**src/rtl/ps2kmd_pkg.sv**
```systemverilog
// Package for the PS/2 keyboard and mouse decoder: payload types, constants and the scan table.
`default_nettype none

package ps2kmd_pkg;

   // Configuration register indexes (byte address is four times the index).
   localparam logic [1:0] REG_SCREEN_WIDTH  = 2'd0;
   localparam logic [1:0] REG_SCREEN_HEIGHT = 2'd1;
   localparam logic [1:0] REG_MOUSE_ENABLE  = 2'd2;

   localparam int CSR_ADDR_WIDTH = 4;
   localparam int CSR_DATA_WIDTH = 32;

   localparam logic [12:0] SCREEN_WIDTH_RESET  = 13'd1024;
   localparam logic [12:0] SCREEN_HEIGHT_RESET = 13'd768;
   localparam logic [11:0] POS_X_RESET         = 12'd512;
   localparam logic [11:0] POS_Y_RESET         = 12'd384;

   // Set-1 scan codes with special handling.
   localparam logic [6:0] SCAN_LSHIFT = 7'h2A;
   localparam logic [6:0] SCAN_RSHIFT = 7'h36;
   localparam logic [6:0] SCAN_CAPS   = 7'h3A;

   localparam logic [6:0] ASCII_LOWER_A = 7'h61;
   localparam logic [6:0] ASCII_LOWER_Z = 7'h7A;
   localparam logic [6:0] ASCII_CASE    = 7'h20;

   typedef enum logic {
      EVENT_KEY   = 1'b0,
      EVENT_MOUSE = 1'b1
   } event_kind_type;

   typedef enum logic [1:0] {
      PHASE_HEADER = 2'd0,
      PHASE_DX     = 2'd1,
      PHASE_DY     = 2'd2
   } phase_type;

   typedef struct packed {
      logic [7:0] rx_byte;
      logic       from_aux;
   } req_type;

   typedef struct packed {
      logic        event_kind;
      logic [6:0]  key_char;
      logic [11:0] cursor_x;
      logic [11:0] cursor_y;
      logic        left_down;
      logic        right_down;
      logic        left_pressed;
   } rsp_type;

   typedef struct packed {
      logic [12:0] screen_width;
      logic [12:0] screen_height;
      logic        mouse_enable;
   } cfg_type;

   typedef struct packed {
      logic       hit;
      logic [6:0] key_char;
   } kbd_result_type;

   typedef struct packed {
      logic        hit;
      logic [11:0] cursor_x;
      logic [11:0] cursor_y;
      logic        left_down;
      logic        right_down;
      logic        left_pressed;
   } mouse_result_type;

   // Set-1 make code to lowercase ASCII; zero marks a code with no character.
   function automatic logic [6:0] key_lookup(input logic [6:0] code);
      logic [6:0] c;
      unique case (code)
         7'd1:  c = 7'h1B;
         7'd2:  c = 7'h31;
         7'd3:  c = 7'h32;
         7'd4:  c = 7'h33;
         7'd5:  c = 7'h34;
         7'd6:  c = 7'h35;
         7'd7:  c = 7'h36;
         7'd8:  c = 7'h37;
         7'd9:  c = 7'h38;
         7'd10: c = 7'h39;
         7'd11: c = 7'h30;
         7'd12: c = 7'h2D;
         7'd13: c = 7'h3D;
         7'd14: c = 7'h08;
         7'd15: c = 7'h09;
         7'd16: c = 7'h71;
         7'd17: c = 7'h77;
         7'd18: c = 7'h65;
         7'd19: c = 7'h72;
         7'd20: c = 7'h74;
         7'd21: c = 7'h79;
         7'd22: c = 7'h75;
         7'd23: c = 7'h69;
         7'd24: c = 7'h6F;
         7'd25: c = 7'h70;
         7'd26: c = 7'h5B;
         7'd27: c = 7'h5D;
         7'd28: c = 7'h0A;
         7'd30: c = 7'h61;
         7'd31: c = 7'h73;
         7'd32: c = 7'h64;
         7'd33: c = 7'h66;
         7'd34: c = 7'h67;
         7'd35: c = 7'h68;
         7'd36: c = 7'h6A;
         7'd37: c = 7'h6B;
         7'd38: c = 7'h6C;
         7'd39: c = 7'h3B;
         7'd40: c = 7'h27;
         7'd41: c = 7'h60;
         7'd43: c = 7'h5C;
         7'd44: c = 7'h7A;
         7'd45: c = 7'h78;
         7'd46: c = 7'h63;
         7'd47: c = 7'h76;
         7'd48: c = 7'h62;
         7'd49: c = 7'h6E;
         7'd50: c = 7'h6D;
         7'd51: c = 7'h2C;
         7'd52: c = 7'h2E;
         7'd53: c = 7'h2F;
         7'd55: c = 7'h2A;
         7'd57: c = 7'h20;
         7'd74: c = 7'h2D;
         7'd78: c = 7'h2B;
         default: c = 7'h00;
      endcase
      return c;
   endfunction

endpackage

`default_nettype wire

```
**src/rtl/ps2kmd_csr.sv**
```systemverilog
// Configuration registers of the PS/2 decoder behind an APB-style port.
`default_nettype none

module ps2kmd_csr
   import ps2kmd_pkg::*;
(
   input  wire logic                      clock,
   input  wire logic                      reset,
   input  wire logic                      csr_psel,
   input  wire logic                      csr_penable,
   input  wire logic                      csr_pwrite,
   input  wire logic [CSR_ADDR_WIDTH-1:0] csr_paddr,
   input  wire logic [CSR_DATA_WIDTH-1:0] csr_pwdata,
   output logic      [CSR_DATA_WIDTH-1:0] csr_prdata,
   output logic                           csr_pready,
   output cfg_type                        cfg
);

   cfg_type    cfg_ff, cfg_in;
   logic       write_en;
   logic [1:0] reg_index;

   assign csr_pready = 1'b1;
   assign write_en   = csr_psel && csr_penable && csr_pwrite;
   assign reg_index  = csr_paddr[CSR_ADDR_WIDTH-1:2];

   always_comb begin
      cfg_in = cfg_ff;
      if (write_en) begin
         unique case (reg_index)
            REG_SCREEN_WIDTH:  cfg_in.screen_width  = csr_pwdata[12:0];
            REG_SCREEN_HEIGHT: cfg_in.screen_height = csr_pwdata[12:0];
            REG_MOUSE_ENABLE:  cfg_in.mouse_enable  = csr_pwdata[0];
            default:           cfg_in = cfg_ff;
         endcase
      end
   end

   always_ff @(posedge clock) begin
      if (reset) begin
         cfg_ff.screen_width  <= SCREEN_WIDTH_RESET;
         cfg_ff.screen_height <= SCREEN_HEIGHT_RESET;
         cfg_ff.mouse_enable  <= 1'b0;
      end else begin
         cfg_ff <= cfg_in;
      end
   end

   always_comb begin
      unique case (reg_index)
         REG_SCREEN_WIDTH:  csr_prdata = {19'd0, cfg_ff.screen_width};
         REG_SCREEN_HEIGHT: csr_prdata = {19'd0, cfg_ff.screen_height};
         REG_MOUSE_ENABLE:  csr_prdata = {31'd0, cfg_ff.mouse_enable};
         default:           csr_prdata = '0;
      endcase
   end

   assign cfg = cfg_ff;

endmodule

`default_nettype wire

```
**src/rtl/ps2kmd_kbd.sv**
```systemverilog
// Keyboard scan code decoder: shift and caps lock tracking and ASCII mapping.
`default_nettype none

module ps2kmd_kbd
   import ps2kmd_pkg::*;
(
   input  wire logic       clock,
   input  wire logic       reset,
   input  wire logic       fire,
   input  wire logic [7:0] rx_byte,
   output kbd_result_type  result
);

   logic       shift_ff, shift_in;
   logic       caps_ff, caps_in;
   logic [6:0] code;
   logic [6:0] lower;
   logic       is_shift;
   logic       is_letter;

   assign code      = rx_byte[6:0];
   assign is_shift  = (code == SCAN_LSHIFT) || (code == SCAN_RSHIFT);
   assign lower     = key_lookup(code);
   assign is_letter = (lower >= ASCII_LOWER_A) && (lower <= ASCII_LOWER_Z);

   always_comb begin
      shift_in = shift_ff;
      caps_in  = caps_ff;
      if (fire) begin
         if (rx_byte[7]) begin
            if (is_shift) begin
               shift_in = 1'b0;
            end
         end else if (is_shift) begin
            shift_in = 1'b1;
         end else if (code == SCAN_CAPS) begin
            caps_in = !caps_ff;
         end
      end
   end

   // Shift and caps codes map to zero in the table, so they never give a character.
   always_comb begin
      result.hit      = fire && !rx_byte[7] && (lower != 7'd0);
      result.key_char = (is_letter && (shift_ff ^ caps_ff)) ? lower - ASCII_CASE : lower;
   end

   always_ff @(posedge clock) begin
      if (reset) begin
         shift_ff <= 1'b0;
         caps_ff  <= 1'b0;
      end else begin
         shift_ff <= shift_in;
         caps_ff  <= caps_in;
      end
   end

endmodule

`default_nettype wire

```
**src/rtl/ps2kmd_mouse.sv**
```systemverilog
// Mouse packet assembler and clamped cursor tracker.
`default_nettype none

module ps2kmd_mouse
   import ps2kmd_pkg::*;
(
   input  wire logic       clock,
   input  wire logic       reset,
   input  wire logic       fire,
   input  wire logic [7:0] rx_byte,
   input  cfg_type         cfg,
   output mouse_result_type result
);

   phase_type   phase_ff, phase_in;
   logic [7:0]  header_ff, header_in;
   logic [7:0]  dx_ff, dx_in;
   logic [11:0] pos_x_ff, pos_x_in;
   logic [11:0] pos_y_ff, pos_y_in;
   logic        left_ff, left_in;
   logic        take;
   logic        complete;
   logic [13:0] sum_x;
   logic [13:0] sum_y;
   logic [11:0] clamp_x;
   logic [11:0] clamp_y;

   assign take = fire && cfg.mouse_enable;

   // Clamp a signed position into 0 .. size-1; size 0 acts as 1, above 4096 as 4096.
   function automatic logic [11:0] clamp_axis(input logic [13:0] v, input logic [12:0] size);
      logic [11:0] lim;
      if (size == 13'd0) begin
         lim = 12'd0;
      end else if (size[12]) begin
         lim = 12'hFFF;
      end else begin
         lim = size[11:0] - 12'd1;
      end
      if (v[13]) begin
         return 12'd0;
      end else if (v[12:0] > {1'b0, lim}) begin
         return lim;
      end else begin
         return v[11:0];
      end
   endfunction

   always_comb begin
      phase_in = phase_ff;
      if (take) begin
         unique case (phase_ff)
            PHASE_HEADER: phase_in = rx_byte[3] ? PHASE_DX : PHASE_HEADER;
            PHASE_DX:     phase_in = PHASE_DY;
            PHASE_DY:     phase_in = PHASE_HEADER;
            default:      phase_in = rx_byte[3] ? PHASE_DX : PHASE_HEADER;
         endcase
      end
   end

   assign complete = take && (phase_ff == PHASE_DY);

   always_comb begin
      sum_x = {2'b00, pos_x_ff} + {{6{header_ff[4]}}, dx_ff};
      sum_y = {2'b00, pos_y_ff} - {{6{header_ff[5]}}, rx_byte};
      clamp_x = clamp_axis(sum_x, cfg.screen_width);
      clamp_y = clamp_axis(sum_y, cfg.screen_height);

      header_in = header_ff;
      dx_in     = dx_ff;
      pos_x_in  = pos_x_ff;
      pos_y_in  = pos_y_ff;
      left_in   = left_ff;
      if (take && (phase_ff != PHASE_DX) && (phase_ff != PHASE_DY) && rx_byte[3]) begin
         header_in = rx_byte;
      end
      if (take && (phase_ff == PHASE_DX)) begin
         dx_in = rx_byte;
      end
      if (complete) begin
         pos_x_in = clamp_x;
         pos_y_in = clamp_y;
         left_in  = header_ff[0];
      end
   end

   always_comb begin
      result.hit          = complete;
      result.cursor_x     = clamp_x;
      result.cursor_y     = clamp_y;
      result.left_down    = header_ff[0];
      result.right_down   = header_ff[1];
      result.left_pressed = header_ff[0] && !left_ff;
   end

   always_ff @(posedge clock) begin
      if (reset) begin
         phase_ff  <= PHASE_HEADER;
         header_ff <= 8'd0;
         dx_ff     <= 8'd0;
         pos_x_ff  <= POS_X_RESET;
         pos_y_ff  <= POS_Y_RESET;
         left_ff   <= 1'b0;
      end else begin
         phase_ff  <= phase_in;
         header_ff <= header_in;
         dx_ff     <= dx_in;
         pos_x_ff  <= pos_x_in;
         pos_y_ff  <= pos_y_in;
         left_ff   <= left_in;
      end
   end

endmodule

`default_nettype wire

```
**src/rtl/ps2kmd_top_unused_guard.sv**
```systemverilog
// Result staging register of the PS/2 decoder: merges keyboard and mouse events.
`default_nettype none

module ps2kmd_out
   import ps2kmd_pkg::*;
(
   input  wire logic       clock,
   input  wire logic       reset,
   input  wire logic       advance,
   input  kbd_result_type   kbd_result,
   input  mouse_result_type mouse_result,
   input  wire logic       rsp_ready,
   output logic            rsp_valid,
   output rsp_type         rsp_payload
);

   logic    valid_ff, valid_in;
   rsp_type data_ff, data_in;

   always_comb begin
      valid_in = valid_ff;
      data_in  = data_ff;
      if (advance) begin
         valid_in = kbd_result.hit || mouse_result.hit;
         if (mouse_result.hit) begin
            data_in.event_kind   = EVENT_MOUSE;
            data_in.key_char     = 7'd0;
            data_in.cursor_x     = mouse_result.cursor_x;
            data_in.cursor_y     = mouse_result.cursor_y;
            data_in.left_down    = mouse_result.left_down;
            data_in.right_down   = mouse_result.right_down;
            data_in.left_pressed = mouse_result.left_pressed;
         end else begin
            data_in              = '0;
            data_in.event_kind   = EVENT_KEY;
            data_in.key_char     = kbd_result.key_char;
         end
      end else if (rsp_ready) begin
         valid_in = 1'b0;
      end
   end

   always_ff @(posedge clock) begin
      if (reset) begin
         valid_ff <= 1'b0;
      end else begin
         valid_ff <= valid_in;
      end
   end

   always_ff @(posedge clock) begin
      data_ff <= data_in;
   end

   assign rsp_valid   = valid_ff;
   assign rsp_payload = data_ff;

endmodule

`default_nettype wire

```
**src/rtl/ps2_keyboard_mouse_decoder_core.sv**
```systemverilog
// Top level of the PS/2 keyboard and mouse decoder.
//
// Usage: each beat on the req_ channel carries one byte read from a PS/2
// controller and a flag telling whether it came from the mouse port. Keyboard
// bytes are set-1 scan codes; mapped make codes produce one keyboard beat
// on the rsp_ channel, while shift, caps lock, releases and unmapped codes
// only update internal state. Mouse bytes are taken only while mouse_enable is
// set and are gathered into three-byte packets; the third byte of a packet
// produces one mouse beat with the clamped cursor and the button state.
// A byte accepted into the input register is decoded there and written to the
// result register, where rsp_valid rises. Throughput is one byte per cycle
// while the receiver does not stall, with the single add-and-clamp per axis as
// the longest path between the registers.
// While the receiver stalls, a pending result waits in the result register and
// the byte in the input register waits behind it, even one that yields no
// result, so req_ready falls until the result beat is taken.
// Reset clears shift and caps lock, restarts packet sync, puts the cursor at
// (512, 384) and loads the registers with 1024 x 768 and the mouse disabled.
// The configuration registers sit on the csr_ port at byte addresses 0, 4, 8.
`default_nettype none

module ps2_keyboard_mouse_decoder_core
   import ps2kmd_pkg::*;
(
   input  wire logic                      clock,
   input  wire logic                      reset,
   input  wire logic                      req_valid,
   output logic                           req_ready,
   input  req_type                        req_payload,
   output logic                           rsp_valid,
   input  wire logic                      rsp_ready,
   output rsp_type                        rsp_payload,
   input  wire logic                      csr_psel,
   input  wire logic                      csr_penable,
   input  wire logic                      csr_pwrite,
   input  wire logic [CSR_ADDR_WIDTH-1:0] csr_paddr,
   input  wire logic [CSR_DATA_WIDTH-1:0] csr_pwdata,
   output logic      [CSR_DATA_WIDTH-1:0] csr_prdata,
   output logic                           csr_pready
);

   cfg_type          cfg;
   kbd_result_type   kbd_result;
   mouse_result_type mouse_result;

   // Input register holding the byte being decoded.
   logic    in_valid_ff, in_valid_in;
   req_type in_data_ff, in_data_in;
   logic    advance;

   // The decoded byte moves on whenever the result register is free or is
   // being emptied in this same cycle.
   assign advance   = in_valid_ff && (!rsp_valid || rsp_ready);
   assign req_ready = !in_valid_ff || advance;

   always_comb begin
      in_valid_in = in_valid_ff;
      in_data_in  = in_data_ff;
      if (req_valid && req_ready) begin
         in_valid_in = 1'b1;
         in_data_in  = req_payload;
      end else if (advance) begin
         in_valid_in = 1'b0;
      end
   end

   always_ff @(posedge clock) begin
      if (reset) begin
         in_valid_ff <= 1'b0;
      end else begin
         in_valid_ff <= in_valid_in;
      end
   end

   always_ff @(posedge clock) begin
      in_data_ff <= in_data_in;
   end

   ps2kmd_csr u_csr (
      .clock       (clock),
      .reset       (reset),
      .csr_psel    (csr_psel),
      .csr_penable (csr_penable),
      .csr_pwrite  (csr_pwrite),
      .csr_paddr   (csr_paddr),
      .csr_pwdata  (csr_pwdata),
      .csr_prdata  (csr_prdata),
      .csr_pready  (csr_pready),
      .cfg         (cfg)
   );

   // Keyboard and mouse state only change on the cycle the byte is consumed.
   ps2kmd_kbd u_kbd (
      .clock   (clock),
      .reset   (reset),
      .fire    (advance && !in_data_ff.from_aux),
      .rx_byte (in_data_ff.rx_byte),
      .result  (kbd_result)
   );

   ps2kmd_mouse u_mouse (
      .clock   (clock),
      .reset   (reset),
      .fire    (advance && in_data_ff.from_aux),
      .rx_byte (in_data_ff.rx_byte),
      .cfg     (cfg),
      .result  (mouse_result)
   );

   ps2kmd_out u_out (
      .clock        (clock),
      .reset        (reset),
      .advance      (advance),
      .kbd_result   (kbd_result),
      .mouse_result (mouse_result),
      .rsp_ready    (rsp_ready),
      .rsp_valid    (rsp_valid),
      .rsp_payload  (rsp_payload)
   );

endmodule

`default_nettype wire
```
**config.mk**
```make
export PLATFORM = sky130hd
export DESIGN_NAME = ps2_keyboard_mouse_decoder_core
export DESIGN_NICKNAME = d
export VERILOG_FILES = /design/src/rtl/ps2kmd_pkg.sv /design/src/rtl/ps2kmd_csr.sv /design/src/rtl/ps2kmd_kbd.sv /design/src/rtl/ps2kmd_mouse.sv /design/src/rtl/ps2kmd_top_unused_guard.sv /design/src/rtl/ps2_keyboard_mouse_decoder_core.sv
export SDC_FILE = /design/constraint.sdc
export NUM_CORES = 1
export LEC_CHECK = 0
export BUFFER_PORTS_ARGS = -buffer_cell sky130_fd_sc_hd__buf_2
export CORE_MARGIN = 2
export CORE_UTILIZATION = 24
export CTS_BUF_LIST = sky130_fd_sc_hd__clkbuf_4 sky130_fd_sc_hd__clkbuf_8
export DETAILED_ROUTE_END_ITERATION = 10
export GPL_TIMING_DRIVEN = 0
export SLEW_MARGIN = 30
export SYNTH_ARGS = -nofsm -noshare
export SYNTH_HDL_FRONTEND = slang
export SYNTH_SLANG_ARGS = --single-unit
```
**constraint.sdc**
```tcl
create_clock -name clock -period 11.75 [get_ports clock]
set_clock_uncertainty 0.2 [all_clocks]
set_input_delay 1.7625 -clock clock [delete_from_list [all_inputs] [get_ports clock]]
set_output_delay 1.7625 -clock clock [all_outputs]
set_load 0.05 [all_outputs]
```
==> results.md, run 1 <==
- The count of cell types in the netlist is 66.
- The die covers about 35000 um^2.
- The setup total negative slack is 0 ns.
- After the flow finishes, the layout carries non-filler instances totaling 1512.
- Grouping stages by cell kind, the critical path spends the most delay in buffers and inverters.
- The max-slew violation total from the final report is 0.
- The number of placed instances, taps included is about 1.5k.
- The average size of a mapped cell is between 8 and 9 um^2.
- The tightest slew margin relative to the limit is ~43%.
- For this run, the post-layout net count is ~1.2k.
- The total area inside the core boundary comes to about 33000 um^2.
- The worst-case clock buffer depth is 2.
- The depth of the most critical reg-to-reg path is 16.
- The worst hold path endpoint is u_mouse.pos_y_ff[6]$_SDFFE_PP0P_.
- The largest net degree at the start of global routing is 26.
- STA classifies the critical path startpoint as an input pin.
- For this design the static power due to leakage is 3.97 nW.
- The synthesized instance count is 934.
- The count of maximum capacitance violations is 0.
- The total of hold buffers inserted after clock tree synthesis is 0.
- Routability-driven placement finished with a final weighted congestion of a little under 0.9.
- Once the floorplan was initialized, standard cells occupied 24.2% of the core.
- The clock-pin slew on the worst setup and hold paths is ~0.080 ns.
- The floorplan has between 60 and 70 rows.
- In this run the power spent charging and discharging nets is 0.000313 W.
- VDD sags by at most about 0.000067 V.
- Leaving out fill and tap cells, the most frequent cell in the layout is sky130_fd_sc_hd__nor2_1.
- For the pin with the worst max-slew slack, the measured transition is between 0.8 and 0.9 ns.
- The maximum fanout count along the critical path is 10.
- The number of antenna violations at the first check in global routing came to 4.
- The worst-path cell with the longest stage delay is sky130_fd_sc_hd__clkbuf_1.
- The number of gates resized after CTS is 0.
- STA puts the critical path data required time at 9.79 ns.
- Setup repair after global routing left no endpoint under its margin.
- Leaving out fill and tap cells, the most frequent cells in the layout are sky130_fd_sc_hd__nor2_1 (106), sky130_fd_sc_hd__nand2_1 (97), sky130_fd_sc_hd__buf_2 (83).
- During placement, the flow inserted port buffers numbering 77.
- Combinational logic is responsible for about 16% of the overall power.
- The HPWL after detailed placement is 17600 um.
- Counting the buffers created by CTS gives 17.
- In this run, the clock network consumes 41.4% of the power.
- Measured along the y axis, the die boundary spans 187 um.
- The switching part of the total power is between 20% and 30%.
- The run finished with clean final reports.
- The number of placed I/O pins is around 120.
- The portion of the post-synthesis area used by sequential elements is 35.6%.
- Setup violations remaining at the end of the flow were counted as 0.
- The wire length reported by the detailed router is ~23000 um.
- The internal power of the cells totals roughly 0.00076 W.
- The global routing usage summed across all routing layers is 13.0%.
- The hold violation total from the final report was 0.
- TritonCTS built the clock tree.
- The worst setup path is captured at an output pin.
- Traced cell by cell, the critical path runs through clkbuf_1 -> clkbuf_1 -> nand3b_1 -> o21ai_0 -> buf_2.
- In this run the critical register-to-register path is captured at u_out.rsp_payload[7]$_SDFFCE_PN0P_.
- The width of the die is roughly 190 um.
- The ratio of cells with drive above 1 in the final layout is about 15%.
- The commonest register cell after synthesis is sky130_fd_sc_hd__dfxtp_1.
- Power spread over the standard cell area amounts to around 110 nW/um^2.
- The Yosys step of the flow raised 0 warnings.
- The via count of the first global-routing pass is roughly 6.8k.
- The number of buffer and inverter instances along the worst setup path is 3.
- Counting flops with a built-in enable in the synthesized netlist gives between 40 and 50.
- The mapped netlist covers 8040 um^2.
- The total via count in the routed design is about 7.1k.
- The number of DRC violations after detailed-routing iteration 0 is around 470.
- In the final routed layout, each cell accounts on average for 15.0 um.
- The fraction of registers with async set or reset after synthesis is 0%.
- By startpoint and endpoint, the worst setup path is classified as input pin to output pin.
- The hold path startpoint is u_mouse.pos_y_ff[6]$_SDFFE_PP0P_.
- The total number of clock tree sinks is between 100 and 150.
- Clock latency on the worst-skew pair, taken at its later pin, is 0.46 ns.
- Timing would allow up to around 0.19 GHz.
- Hold timing on the final database bottoms out at a slack of 0.264 ns.
- Setup slack on the critical path of the routed design comes to between 6 and 7 ns.
- On the worst path, the slowest cell contributes a delay of between 0.5 and 0.6 ns.
- The share of the clock period used by the worst path after layout is 45.4%.
- The tree is rooted in a sky130_fd_sc_hd__clkbuf_8.
- Timing analysis after detailed placement gives a worst setup slack of ~6.4 ns.
- The remaining design rule violation count is 0.
- The layout-stage area growth over the synthesis result is 18.6%.
- The number of antenna-violating nets in the routed design is 0.
- In this run the worst hold path is classified as register to register.
- The wire length of the first global-routing pass is roughly 36000 um.
- The H-tree was split into 4 levels.
- The number of vias per cell after detailed routing is 4.69.
- The first detailed-routing pass ran for 6 iterations.
- The register-to-register setup slack is ~7.0 ns.
- The critical register-to-register path startpoint is in_data_ff[2]$_DFFE_PP_.
- The register bit count reported by yosys is approximately 120.
- For the worst setup path, the data arrival time is ~3.4 ns.
- The number of post-CTS setup repair buffers is 0.
- For this run the aggregate overflow at the end of global routing stands at 0.
- The worst path needs between 5 and 6 ns of the cycle, external delays included.
- The cell occurring most often along the worst timing path is sky130_fd_sc_hd__clkbuf_1.
- The final-layout fill cell count is 3600.
- The worst hold path was traced through 2 stages.
- Per report_power, the sequential group accounts for between 40% and 50% of the total.
synth_stat cells, types with 23 or more instances:
cell	number	area share (%)
sky130_fd_sc_hd__inv_1	58	2.7
sky130_fd_sc_hd__nand3_1	23	1.4
sky130_fd_sc_hd__dfxtp_1	77	19
sky130_fd_sc_hd__mux2i_1	47	5.9
sky130_fd_sc_hd__clkbuf_1	25	1.2
sky130_fd_sc_hd__nor2_1	106	4.9
sky130_fd_sc_hd__nand2_1	97	4.5
sky130_fd_sc_hd__a21oi_1	69	4.3
sky130_fd_sc_hd__o21ai_0	58	3.6
sky130_fd_sc_hd__edfxtp_1	44	16
sky130_fd_sc_hd__ha_1	67	10
cell families after synthesis:
family | share of synthesized area [%]
flip-flops | 35.6
adder cells (fa/ha/maj) | 10.9
multiplexers | 6.74
AND/OR/NAND/NOR | 17.3
AO/OA/AOI/OAI | 18.4
XOR/XNOR | 4.58
buffers and inverters | 6.40
other | 0.0934
power groups by stage:
stage                     clock network [W]  registers [W]  logic (W)
after global routing               0.000469       0.000458   0.000191
final                              0.000446       0.000456   0.000176
after global placement                    0       0.000466   0.000172
after floorplan                           0       0.000480   0.000114
after detailed placement                  0       0.000465   0.000174
after CTS                          0.000453       0.000456   0.000175
area by class of cell:
class	instances	area, um^2	share of cell area (%)
Antenna cell	2	5.00	0.0525
Buffer	54	297	3.11
Clock buffer	20	256	2.69
Clock inverter	12	196	2.06
Inverter	58	218	2.28
Multi-Input combinational cell	719	4740	49.7
Sequential cell	121	2860	30.0
Tap cell	448	561	5.88
Timing Repair Buffer	78	405	4.25
flip-flops by register name (all words and copies together) (netlist names):
name               flops
u_out.rsp_payload     35
u_kbd.lower            7
in_data_ff             9
u_mouse.pos_x_ff      12
u_mouse.pos_y_ff      12
u_kbd.shift_ff         1
u_mouse.dx_ff          8
u_mouse.phase_ff       2
u_mouse.header_ff      4
u_kbd.caps_ff          1
u_out.rsp_valid        1
in_valid_ff            1
u_mouse.left_ff        1
u_csr.cfg             27
per-stage QoR:
stage,util (%),cell area [um^2],total power (W)
finish,28.7,9540,0.00108
global route,28.7,9540,0.00112
CTS,28.6,9530,0.00108
detailed placement,27.3,9080,0.000639
global placement,27.2,9050,0.000638
floorplan,-,8110,0.000593
routing by layer:
metal  GRT usage, %  share of wire, %  vias up
li1               -                 -     3524
met1           16.2                45     3348
met2           22.1                49      183
met3           2.98               4.9       36
met4           4.09               1.5        4
met5              0              0.13        -
worst reg2reg max path, delay by kind of cell (launching register included):
| family | cells | cell delay (ns) |
|---|---|---|
| simple gates | 5 | 1.33 |
| compound gates | 6 | 1.21 |
| fa+ha+maj | 2 | 0.54 |
| flops | 1 | 0.52 |
| mux | 1 | 0.44 |
| xor+xnor | 1 | 0.13 |
| buf+inv | 1 | 0.11 |
how the worst max path moves through the flow:
stage                     slack (ns)  cells past startpoint    startpoint       endpoint
after floorplan                 6.37                      3  csr_paddr[2]  csr_prdata[0]
after CTS                       6.38                      5  csr_paddr[2]  csr_prdata[5]
final                           6.42                      5  csr_paddr[2]  csr_prdata[0]
after detailed placement        6.39                      5  csr_paddr[2]  csr_prdata[5]
after global routing            6.26                      5  csr_paddr[2]  csr_prdata[5]
after global placement          6.36                      5  csr_paddr[2]  csr_prdata[5]
Note: power is estimated with default switching activity, not from simulation.
==> run 2: changes to the inputs <==
==> constraint.sdc (replaced) <==
create_clock -name clock -period 4.31 [get_ports clock]
set_clock_uncertainty 0.2 [all_clocks]
set_input_delay 0.6465 -clock clock [delete_from_list [all_inputs] [get_ports clock]]
set_output_delay 0.6465 -clock clock [all_outputs]
set_load 0.05 [all_outputs]
==> run 2 against run 1 <==
Effect of this change: via count is 1.6% higher; global-route usage increased by 0.25 points; cell area is 4.6% higher; sequential share of layout area down 1.3 points; utilization rose by 1.3 points; first-iteration DRC count grew 4.2%; register-to-register slack got worse by 6.9 ns; clock power rose to 2.7 times the previous value; critical path depth is 11 higher; total power rose to 2.8 times the previous value; wire length is 2.7% higher; highest routed layer unchanged.
==> results.md, run 2 (same netlist as run 1, synthesis figures left out) <==
- The clock-pin slew on the worst setup and hold paths came to 0.08 ns (about the same).
- The post-detailed-placement half-perimeter wirelength came to 17600 um (unchanged).
- The type of the worst setup path is register to register.
- The final-layout worst hold slack was 0.170 ns (-0.0939 ns).
- The arrival time reported for the critical path endpoint is 4.28 ns (+0.91 ns).
- Relative to the synthesized area, the layout overhead comes to 24.1%.
- The power per standard cell area was 298 nW/um^2 (+160%).
- The depth of the most critical reg-to-reg path was 16 (unchanged).
- The worst flop-to-flop path endpoint is u_out.rsp_payload[3]$_SDFFCE_PN0P_.
- The maximum fanout count along the critical path is 7 (-3).
- The last weighted congestion value of the routability-driven placer is 0.871 (unchanged).
- The worst register-to-register path begins at in_data_ff[3]$_DFFE_PP_.
- The share of the clock period used by the worst path after layout is 97.0%.
- The worst ir drop on vdd is 0.000181 V (+170%).
- The number of placed instances, taps included is 1478 (unchanged).
- The transition at the pin with the smallest max-transition slack is 0.810 ns (-0.0252 ns).
- The first-pass iteration count of the detailed router was 5 (-1).
- The leakage power of the design is 4.13 nW (+3.9%).
- The number of flip-flops under the largest register name came to 35 (unchanged).
- The remaining design rule violation count came to 0 (unchanged).
- The net count reported at finish is 1186 (+1.4%).
- For the finished layout, the period the worst path requires is 4.18 ns.
- The post-placement setup slack is -0.377 ns (-6.76 ns).
- The total of hold buffers inserted after clock tree synthesis came to 0 (unchanged).
- The wire length reported by the detailed router is 23200 um (+2.7%).
- The worst hold path belongs to the class input pin to register.
- The number of vias per cell after detailed routing was 4.72 (+0.49%).
- The count of non-filler cells in the finished layout is 1528 (+1.1%).
- The required time of the critical path was 4.41 ns (-5.38 ns).
- The count of maximum capacitance violations is 0 (unchanged).
- STA classifies the critical path endpoint as a register.
- The count of port buffers added during placement is 77 (unchanged).
- The chip height is 187 um (unchanged).
- The number of antenna violations at the first check in global routing came to 4 (unchanged).
- The flow ran to the end, and the final reports show no timing, DRC or antenna violations.
- The number of DRC violations after detailed-routing iteration 0 is 492 (+4.2%).
- The clock buffer count from CTS is 17 (unchanged).
- The number of cells on the worst hold path was 1 (-1).
- The register-to-register setup slack is 0.13 ns (-6.88 ns).
- Derived from the worst setup path, the maximum achievable clock frequency is between 0.2 and 0.25 GHz.
- The worst hold path terminates at in_data_ff[8]$_DFFE_PP_.
- The tightest slew margin relative to the limit is 44.5% (+1.7 points).
- The width of the die came to 187 um (unchanged).
- Leaving out fill and tap cells, the most frequent cell in the layout is sky130_fd_sc_hd__nor2_1.
- The wire length of the first global-routing pass is 36900 um (+1.8%).
- The worst hold path begins at req_payload[8].
- The final worst setup slack is 0.127 ns (-6.29 ns).
- The routed wirelength normalized by instance count is 15.2 um (+1.7%).
- The cell row count is 67 (unchanged).
- The core area is 33300 um^2 (unchanged).
- The library cells used most frequently in the layout, excluding fill and tap cells, are sky130_fd_sc_hd__nor2_1 (103), sky130_fd_sc_hd__nand2_1 (97), sky130_fd_sc_hd__buf_2 (82).
- The source-to-sink clock delay at the later pin of the worst-skew pair is 0.46 ns (about the same).
- The max-slew violation total from the final report is 0 (unchanged).
- The initial core utilization is 24.2% (unchanged).
- The number of H-tree levels is 4 (unchanged).
- The number of placed I/O pins was 122 (unchanged).
- The setup total negative slack came to 0 ns (unchanged).
- The worst setup path is launched from a register.
- The largest net degree at the start of global routing was 26 (unchanged).
- The hold violation total from the final report is 0 (unchanged).
- The total number of clock tree sinks was 121 (unchanged).
- The worst-case clock buffer depth is 2 (unchanged).
- The remaining global-route overflow came to 0 (unchanged).
- The number of failing setup endpoints in the final timing report came to 0 (unchanged).
- The total via count in the routed design is 7205 (+1.6%).
- The number of antenna-violating nets in the routed design is 0 (unchanged).
- The via count of the first global-routing pass came to 6878 (+1.7%).
- CTS placed an instance of sky130_fd_sc_hd__clkbuf_8 at the clock tree root.
- The clock tree from TritonCTS is done.
- The global routing usage summed across all routing layers was 13.2% (+0.25 points).
- The ratio of cells with drive above 1 in the final layout is 20.4% (+5.2 points).
- The area of the die is 35000 um^2 (unchanged).
==> run 2: critical path, stage by stage (launching register included) <==
cell and delay, ns:
sky130_fd_sc_hd__edfxtp_1 0.41, sky130_fd_sc_hd__inv_1 0.14, sky130_fd_sc_hd__ha_1 0.32, sky130_fd_sc_hd__o21a_1 0.20, sky130_fd_sc_hd__o31a_1 0.12, sky130_fd_sc_hd__or3_4 0.36, sky130_fd_sc_hd__a31o_4 0.27, sky130_fd_sc_hd__a21oi_4 0.16
sky130_fd_sc_hd__xnor2_2 0.11, sky130_fd_sc_hd__ha_4 0.28, sky130_fd_sc_hd__nand4_1 0.12, sky130_fd_sc_hd__nor2_1 0.25, sky130_fd_sc_hd__o31ai_4 0.12, sky130_fd_sc_hd__or3_1 0.37, sky130_fd_sc_hd__buf_6 0.17, sky130_fd_sc_hd__mux2_4 0.33
sky130_fd_sc_hd__nor2_1 0.10
==> run 2: worst max-delay path by stage <==
stage	from	endpoint	slack, ns	cells past startpoint
final	in_data_ff[3]$_DFFE_PP_	u_out.rsp_payload[3]$_SDFFCE_PN0P_	0.13	16
after global routing	in_data_ff[8]$_DFFE_PP_	u_out.rsp_payload[14]$_SDFFCE_PN0P_	-0.02	17
after CTS	in_data_ff[1]$_DFFE_PP_	u_out.rsp_payload[4]$_SDFFCE_PN0P_	0.005	17
after detailed placement	in_data_ff[2]$_DFFE_PP_	u_out.rsp_payload[7]$_SDFFCE_PN0P_	-0.38	16
after global placement	in_data_ff[2]$_DFFE_PP_	u_out.rsp_payload[7]$_SDFFCE_PN0P_	-0.34	16
after floorplan	in_data_ff[2]$_DFFE_PP_	u_out.rsp_payload[4]$_SDFFCE_PN0P_	0.33	16
==> run 2: cell type report <==
| cell class | instances | area (um^2) |
|---|---|---|
| flip-flops and latches | 121 | 2870 |
| diodes | 2 | 5.00 |
| plain buffers | 54 | 307 |
| multi-input cells | 719 | 5040 |
| inverters | 58 | 218 |
| well taps | 448 | 561 |
| clock inverters | 12 | 196 |
| fillers | 3544 | 23300 |
| clock buffers | 20 | 256 |
| repair buffers | 94 | 529 |
==> run 2: stage by stage <==
stage,power [W],area (um^2),util [%]
2_1_floorplan,0.00162,8110,-
4_1_cts,0.00298,9750,29.3
3_5_place_dp,0.00174,9080,27.3
3_3_place_gp,0.00174,9050,27.2
6_report,0.00298,9980,30.0
5_1_grt,0.00309,9970,30.0
==> run 2: power by group <==
| part | switching [W] | internal [W] | leakage (nW) |
|---|---|---|---|
| sequential | 0.0000245 | 0.00122 | 1.05 |
| clock | 0.000507 | 0.000707 | 0.222 |
| combinational | 0.000339 | 0.000182 | 2.85 |
==> run 2: timing repair <==
item,in CTS,in global routing
buffers inserted,10,6
gates resized for setup,37,34
endpoints found under the setup margin,46,48
pin swaps,14,18
==> run 2: metal layers <==
layer	vias up	track usage (%)	share of wire, %
met5	-	0	0.13
met4	4	4.61	2.5
met3	48	3.02	5.0
met2	190	22.5	48
met1	3407	16.4	44
li1	3556	-	-
==> run 3: changes to the inputs <==
--- a/config.mk
+++ b/config.mk
@@ -7,10 +7,11 @@
 export LEC_CHECK = 0
 export BUFFER_PORTS_ARGS = -buffer_cell sky130_fd_sc_hd__buf_2
 export CORE_MARGIN = 2
-export CORE_UTILIZATION = 24
+export CORE_UTILIZATION = 54
 export CTS_BUF_LIST = sky130_fd_sc_hd__clkbuf_4 sky130_fd_sc_hd__clkbuf_8
 export DETAILED_ROUTE_END_ITERATION = 10
 export GPL_TIMING_DRIVEN = 0
+export PLACE_DENSITY = 0.79
 export SLEW_MARGIN = 30
 export SYNTH_ARGS = -nofsm -noshare
 export SYNTH_HDL_FRONTEND = slang
==> run 3 against run 2 <==
Effect of this change: non-clock buffer count is 3 higher; wire length is 9.7% lower; first-iteration DRC count is 47% higher; largest power group unchanged; cell area is 4.0% lower; sequential power hardly changed; total power is 2.8% lower; fmax is 1.7% lower; utilization is 36 points higher; critical path type unchanged; die area is 55% lower; setup slack worse by 0.073 ns; sequential share of layout area is 1.2 points higher; via count is 1.0% higher.
==> results.md, run 3 (same netlist as run 1, synthesis figures left out) <==
- The final-layout fill cell count is 1205 (-66%).
- In the layout the commonest cells are sky130_fd_sc_hd__nor2_1 (104), sky130_fd_sc_hd__nand2_1 (97), sky130_fd_sc_hd__buf_2 (82).
- The total of hold buffers inserted after clock tree synthesis came to 0 (unchanged).
- The count of port buffers added during placement is 77 (unchanged).
- The multi-input combinational cell area is 4960 um^2 (-1.6%).
- The routed wirelength normalized by instance count was 16.6 um (+9.1%).
- The width of the die was 126 um (-33%).
- The largest net degree at the start of global routing came to 26 (unchanged).
- The wire length of the first global-routing pass came to 33200 um (-10%).
- The number of DRC violations after detailed-routing iteration 0 is 725 (+47%).
- The register-to-register setup slack is 0.05 ns (-0.07 ns).
- The maximum fanout count along the critical path is 7 (unchanged).
- The number of H-tree levels is 4 (unchanged).
- The number of placed I/O pins was 122 (unchanged).
- The remaining design rule violation count is 0 (unchanged).
- The number of placed instances, taps included is 1214 (-18%).
- The number of failing setup endpoints in the final timing report is 0 (unchanged).
- The signal on the critical path passes through inv_1 -> ha_2 -> a21o_1 -> a31o_2 -> a21oi_2 -> o21bai_1 -> a21oi_1 -> xnor2_1 -> ha_2 -> nor3_2 -> o21ai_1 -> a211oi_2 -> o31ai_4 -> or3_1 -> buf_6 -> mux2i_1 -> nor2_1.
- The share of the clock period used by the worst path after layout is 98.7% (+1.7 points).
- The hold violation total from the final report came to 0 (unchanged).
- The required time of the critical path came to 4.32 ns (-0.09 ns).
- The power per standard cell area came to 302 nW/um^2 (+1.3%).
- The number of flip-flops under the largest register name is 35 (unchanged).
- The number of antenna violations at the first check in global routing is 0 (-4).
- The flow ran to the end, and the final reports show no timing, DRC or antenna violations.
- The ratio of cells with drive above 1 in the final layout is 20.3% (-0.15 points).
- From synthesis to final layout, the design area changed by 19.1%.
- The switching part of the total power is 29.6% (+0.37 points).
- The power spent charging and discharging nets was 0.000857 W (-1.5%).
- The core area is 14500 um^2 (-56%).
- STA classifies the critical path endpoint as a register.
- Setup repair after global routing could not meet its margin everywhere.
- The cell chosen for the clock root is sky130_fd_sc_hd__clkbuf_8.
- The max-slew violation total from the final report is 0 (unchanged).
- The critical path is of the register to register type.
- The count of maximum capacitance violations is 0 (unchanged).
- The net count reported at finish came to 1189 (+0.25%).
- The arrival time reported for the critical path endpoint came to 4.26 ns (-0.02 ns).
- The fraction of power consumed by the clock network is 39.4% (-1.4 points).
- The number of vias per cell after detailed routing is 5.75 (+22%).
- The depth of the most critical reg-to-reg path came to 17 (+1).
- The final critical path time including I/O delays and setup is 4.26 ns (+0.0728 ns).
- The clock-pin slew on the worst setup and hold paths is 0.08 ns (about the same).
- The nature of the critical path startpoint is a register.
- The wire length reported by the detailed router is 21000 um (-9.7%).
- The number of antenna-violating nets in the routed design is 0 (unchanged).
- The clock tree from TritonCTS is done.
- The sequential cell fraction of total power was 42.9% (+1.2 points).
- The post-detailed-placement half-perimeter wirelength is 15300 um (-13%).
- The first-pass iteration count of the detailed router was 6 (+1).
- The total via count in the routed design is 7280 (+1.0%).
- The transition at the pin with the smallest max-transition slack came to 0.820 ns (+0.00997 ns).
- The logic gate share of total power is 17.8% (+0.3 points).
- The min-delay analysis places its worst path in the category input pin to register.
- The worst-path cell with the longest stage delay is sky130_fd_sc_hd__edfxtp_1.
- The number of cells on the worst hold path is 1 (unchanged).
- The area of the die was 15900 um^2 (-55%).
- The sequential cell area in the final layout was 2870 um^2 (unchanged).
- The internal power is 0.00204 W (-3.3%).
- The cell occurring most often along the worst timing path is sky130_fd_sc_hd__ha_2.
- The worst-case clock buffer depth is 2 (unchanged).
- The leakage power of the design is 4.11 nW (-0.35%).
- The initial core utilization is 55.3% (+31 points).
- The total number of clock tree sinks is 121 (unchanged).
- The chip height was 126 um (-33%).
- The final core utilization is 65.9% (+36 points).
- The count of non-filler cells in the finished layout is 1265 (-17%).
- The peak per-stage delay on the critical path is 0.46 ns (+0.05 ns).
- The antenna diode count was 0 (-2).
- The setup total negative slack is 0 ns (unchanged).
- The via count of the first global-routing pass came to 6891 (+0.19%).
- The last weighted congestion value of the routability-driven placer came to 0.926 (+6.3%).
- The source-to-sink clock delay at the later pin of the worst-skew pair came to 0.46 ns (about the same).
- The highest clock frequency the design can meet is 0.235 GHz (-1.7%).
- The worst ir drop on vdd came to 0.000414 V (+130%).
- The library cell used most frequently in the layout, excluding fill and tap cells, is sky130_fd_sc_hd__nor2_1.
- The clock buffer count from CTS came to 17 (unchanged).
- The global routing usage summed across all routing layers came to 25.9% (+13 points).
- The remaining global-route overflow was 0 (unchanged).
- The tightest slew margin relative to the limit is 43.8% (-0.68 points).
- The cell row count is 44 (-34%).
-- run 3: cell types whose count changed in the layout (fill, tap and decap cells not counted), moves of 3 or more --
cell / previous run / this run
sky130_fd_sc_hd__ha_2: 1 / 6
sky130_fd_sc_hd__mux2i_1: 36 / 41
sky130_fd_sc_hd__clkinv_4: 0 / 4
sky130_fd_sc_hd__ha_1: 64 / 60
sky130_fd_sc_hd__xnor2_1: 16 / 20
sky130_fd_sc_hd__xnor2_2: 5 / 1
sky130_fd_sc_hd__mux2i_2: 6 / 3
-- run 3: worst paths after layout --
| path | start | to |
|---|---|---|
| worst max-delay path | in_data_ff[8]$_DFFE_PP_ | u_out.rsp_payload[10]$_SDFFCE_PN0P_ |
| worst max register to register | in_data_ff[8]$_DFFE_PP_ | u_out.rsp_payload[10]$_SDFFCE_PN0P_ |
| worst min register to register | u_mouse.left_ff$_SDFFE_PP0P_ | u_mouse.left_ff$_SDFFE_PP0P_ |
| worst min-delay path | req_payload[8] | in_data_ff[8]$_DFFE_PP_ |
-- run 3: stage by stage --
step | worst slack (ns) | area, um^2 | total power, W | hold WS (ns)
2_1_floorplan | 0.328 | 8110 | 0.00162 | 0.225
3_3_place_gp | -0.309 | 8720 | 0.00173 | 0.242
3_5_place_dp | -0.327 | 8750 | 0.00174 | 0.252
4_1_cts | 0.000221 | 9300 | 0.00287 | 0.143
5_1_grt | -0.140 | 9580 | 0.00300 | 0.150
6_report | 0.0546 | 9580 | 0.00289 | 0.161
-- run 3: worst max-delay path: cells and delay by family (launching register included) --
kind | cells | cell delay, ns
AND/OR/NAND/NOR | 3 | 0.69
XOR/XNOR | 1 | 0.14
adder cells (fa/ha/maj) | 2 | 0.56
multiplexers | 1 | 0.25
flip-flops | 1 | 0.46
buffers and inverters | 2 | 0.30
AO/OA/AOI/OAI | 8 | 1.39
-- run 3: metal layers --
layer	global-route usage, %	part of all wire (%)	wire [um]	vias up
met3	5.52	5.8	1220	57
met4	9.89	2.6	554	0
li1	-	-	-	3565
met1	33.9	44	9210	3415
met5	0	0	0	-
met2	42.1	48	10000	243
-- run 3: power by group through the flow --
| stage | sequential, W | clock (W) | combinational (W) |
|---|---|---|---|
| floorplan | 0.00131 | 0 | 0.000310 |
| global placement | 0.00127 | 0 | 0.000461 |
| detailed placement | 0.00127 | 0 | 0.000468 |
| CTS | 0.00124 | 0.00114 | 0.000482 |
| global route | 0.00124 | 0.00120 | 0.000554 |
| finish | 0.00124 | 0.00114 | 0.000514 |
-- run 3: final cells by class --
| cell class | count | area share (%) |
|---|---|---|
| tap | 184 | 2.40 |
| timing repair buffer | 97 | 5.84 |
| clock buffer | 18 | 2.52 |
| inverter | 58 | 2.27 |
| multi-input combinational | 719 | 51.8 |
| clock inverter | 14 | 2.04 |
| sequential | 121 | 29.9 |
| buffer | 54 | 3.20 |
-- run 3: what timing repair did --
item / 4_1_cts / 5_1_grt
pin swaps: 3 / 20
cloned: 0 / 1
setup endpoints to repair: 46 / 48
buffers inserted: 6 / 12
resized for setup: 18 / 43
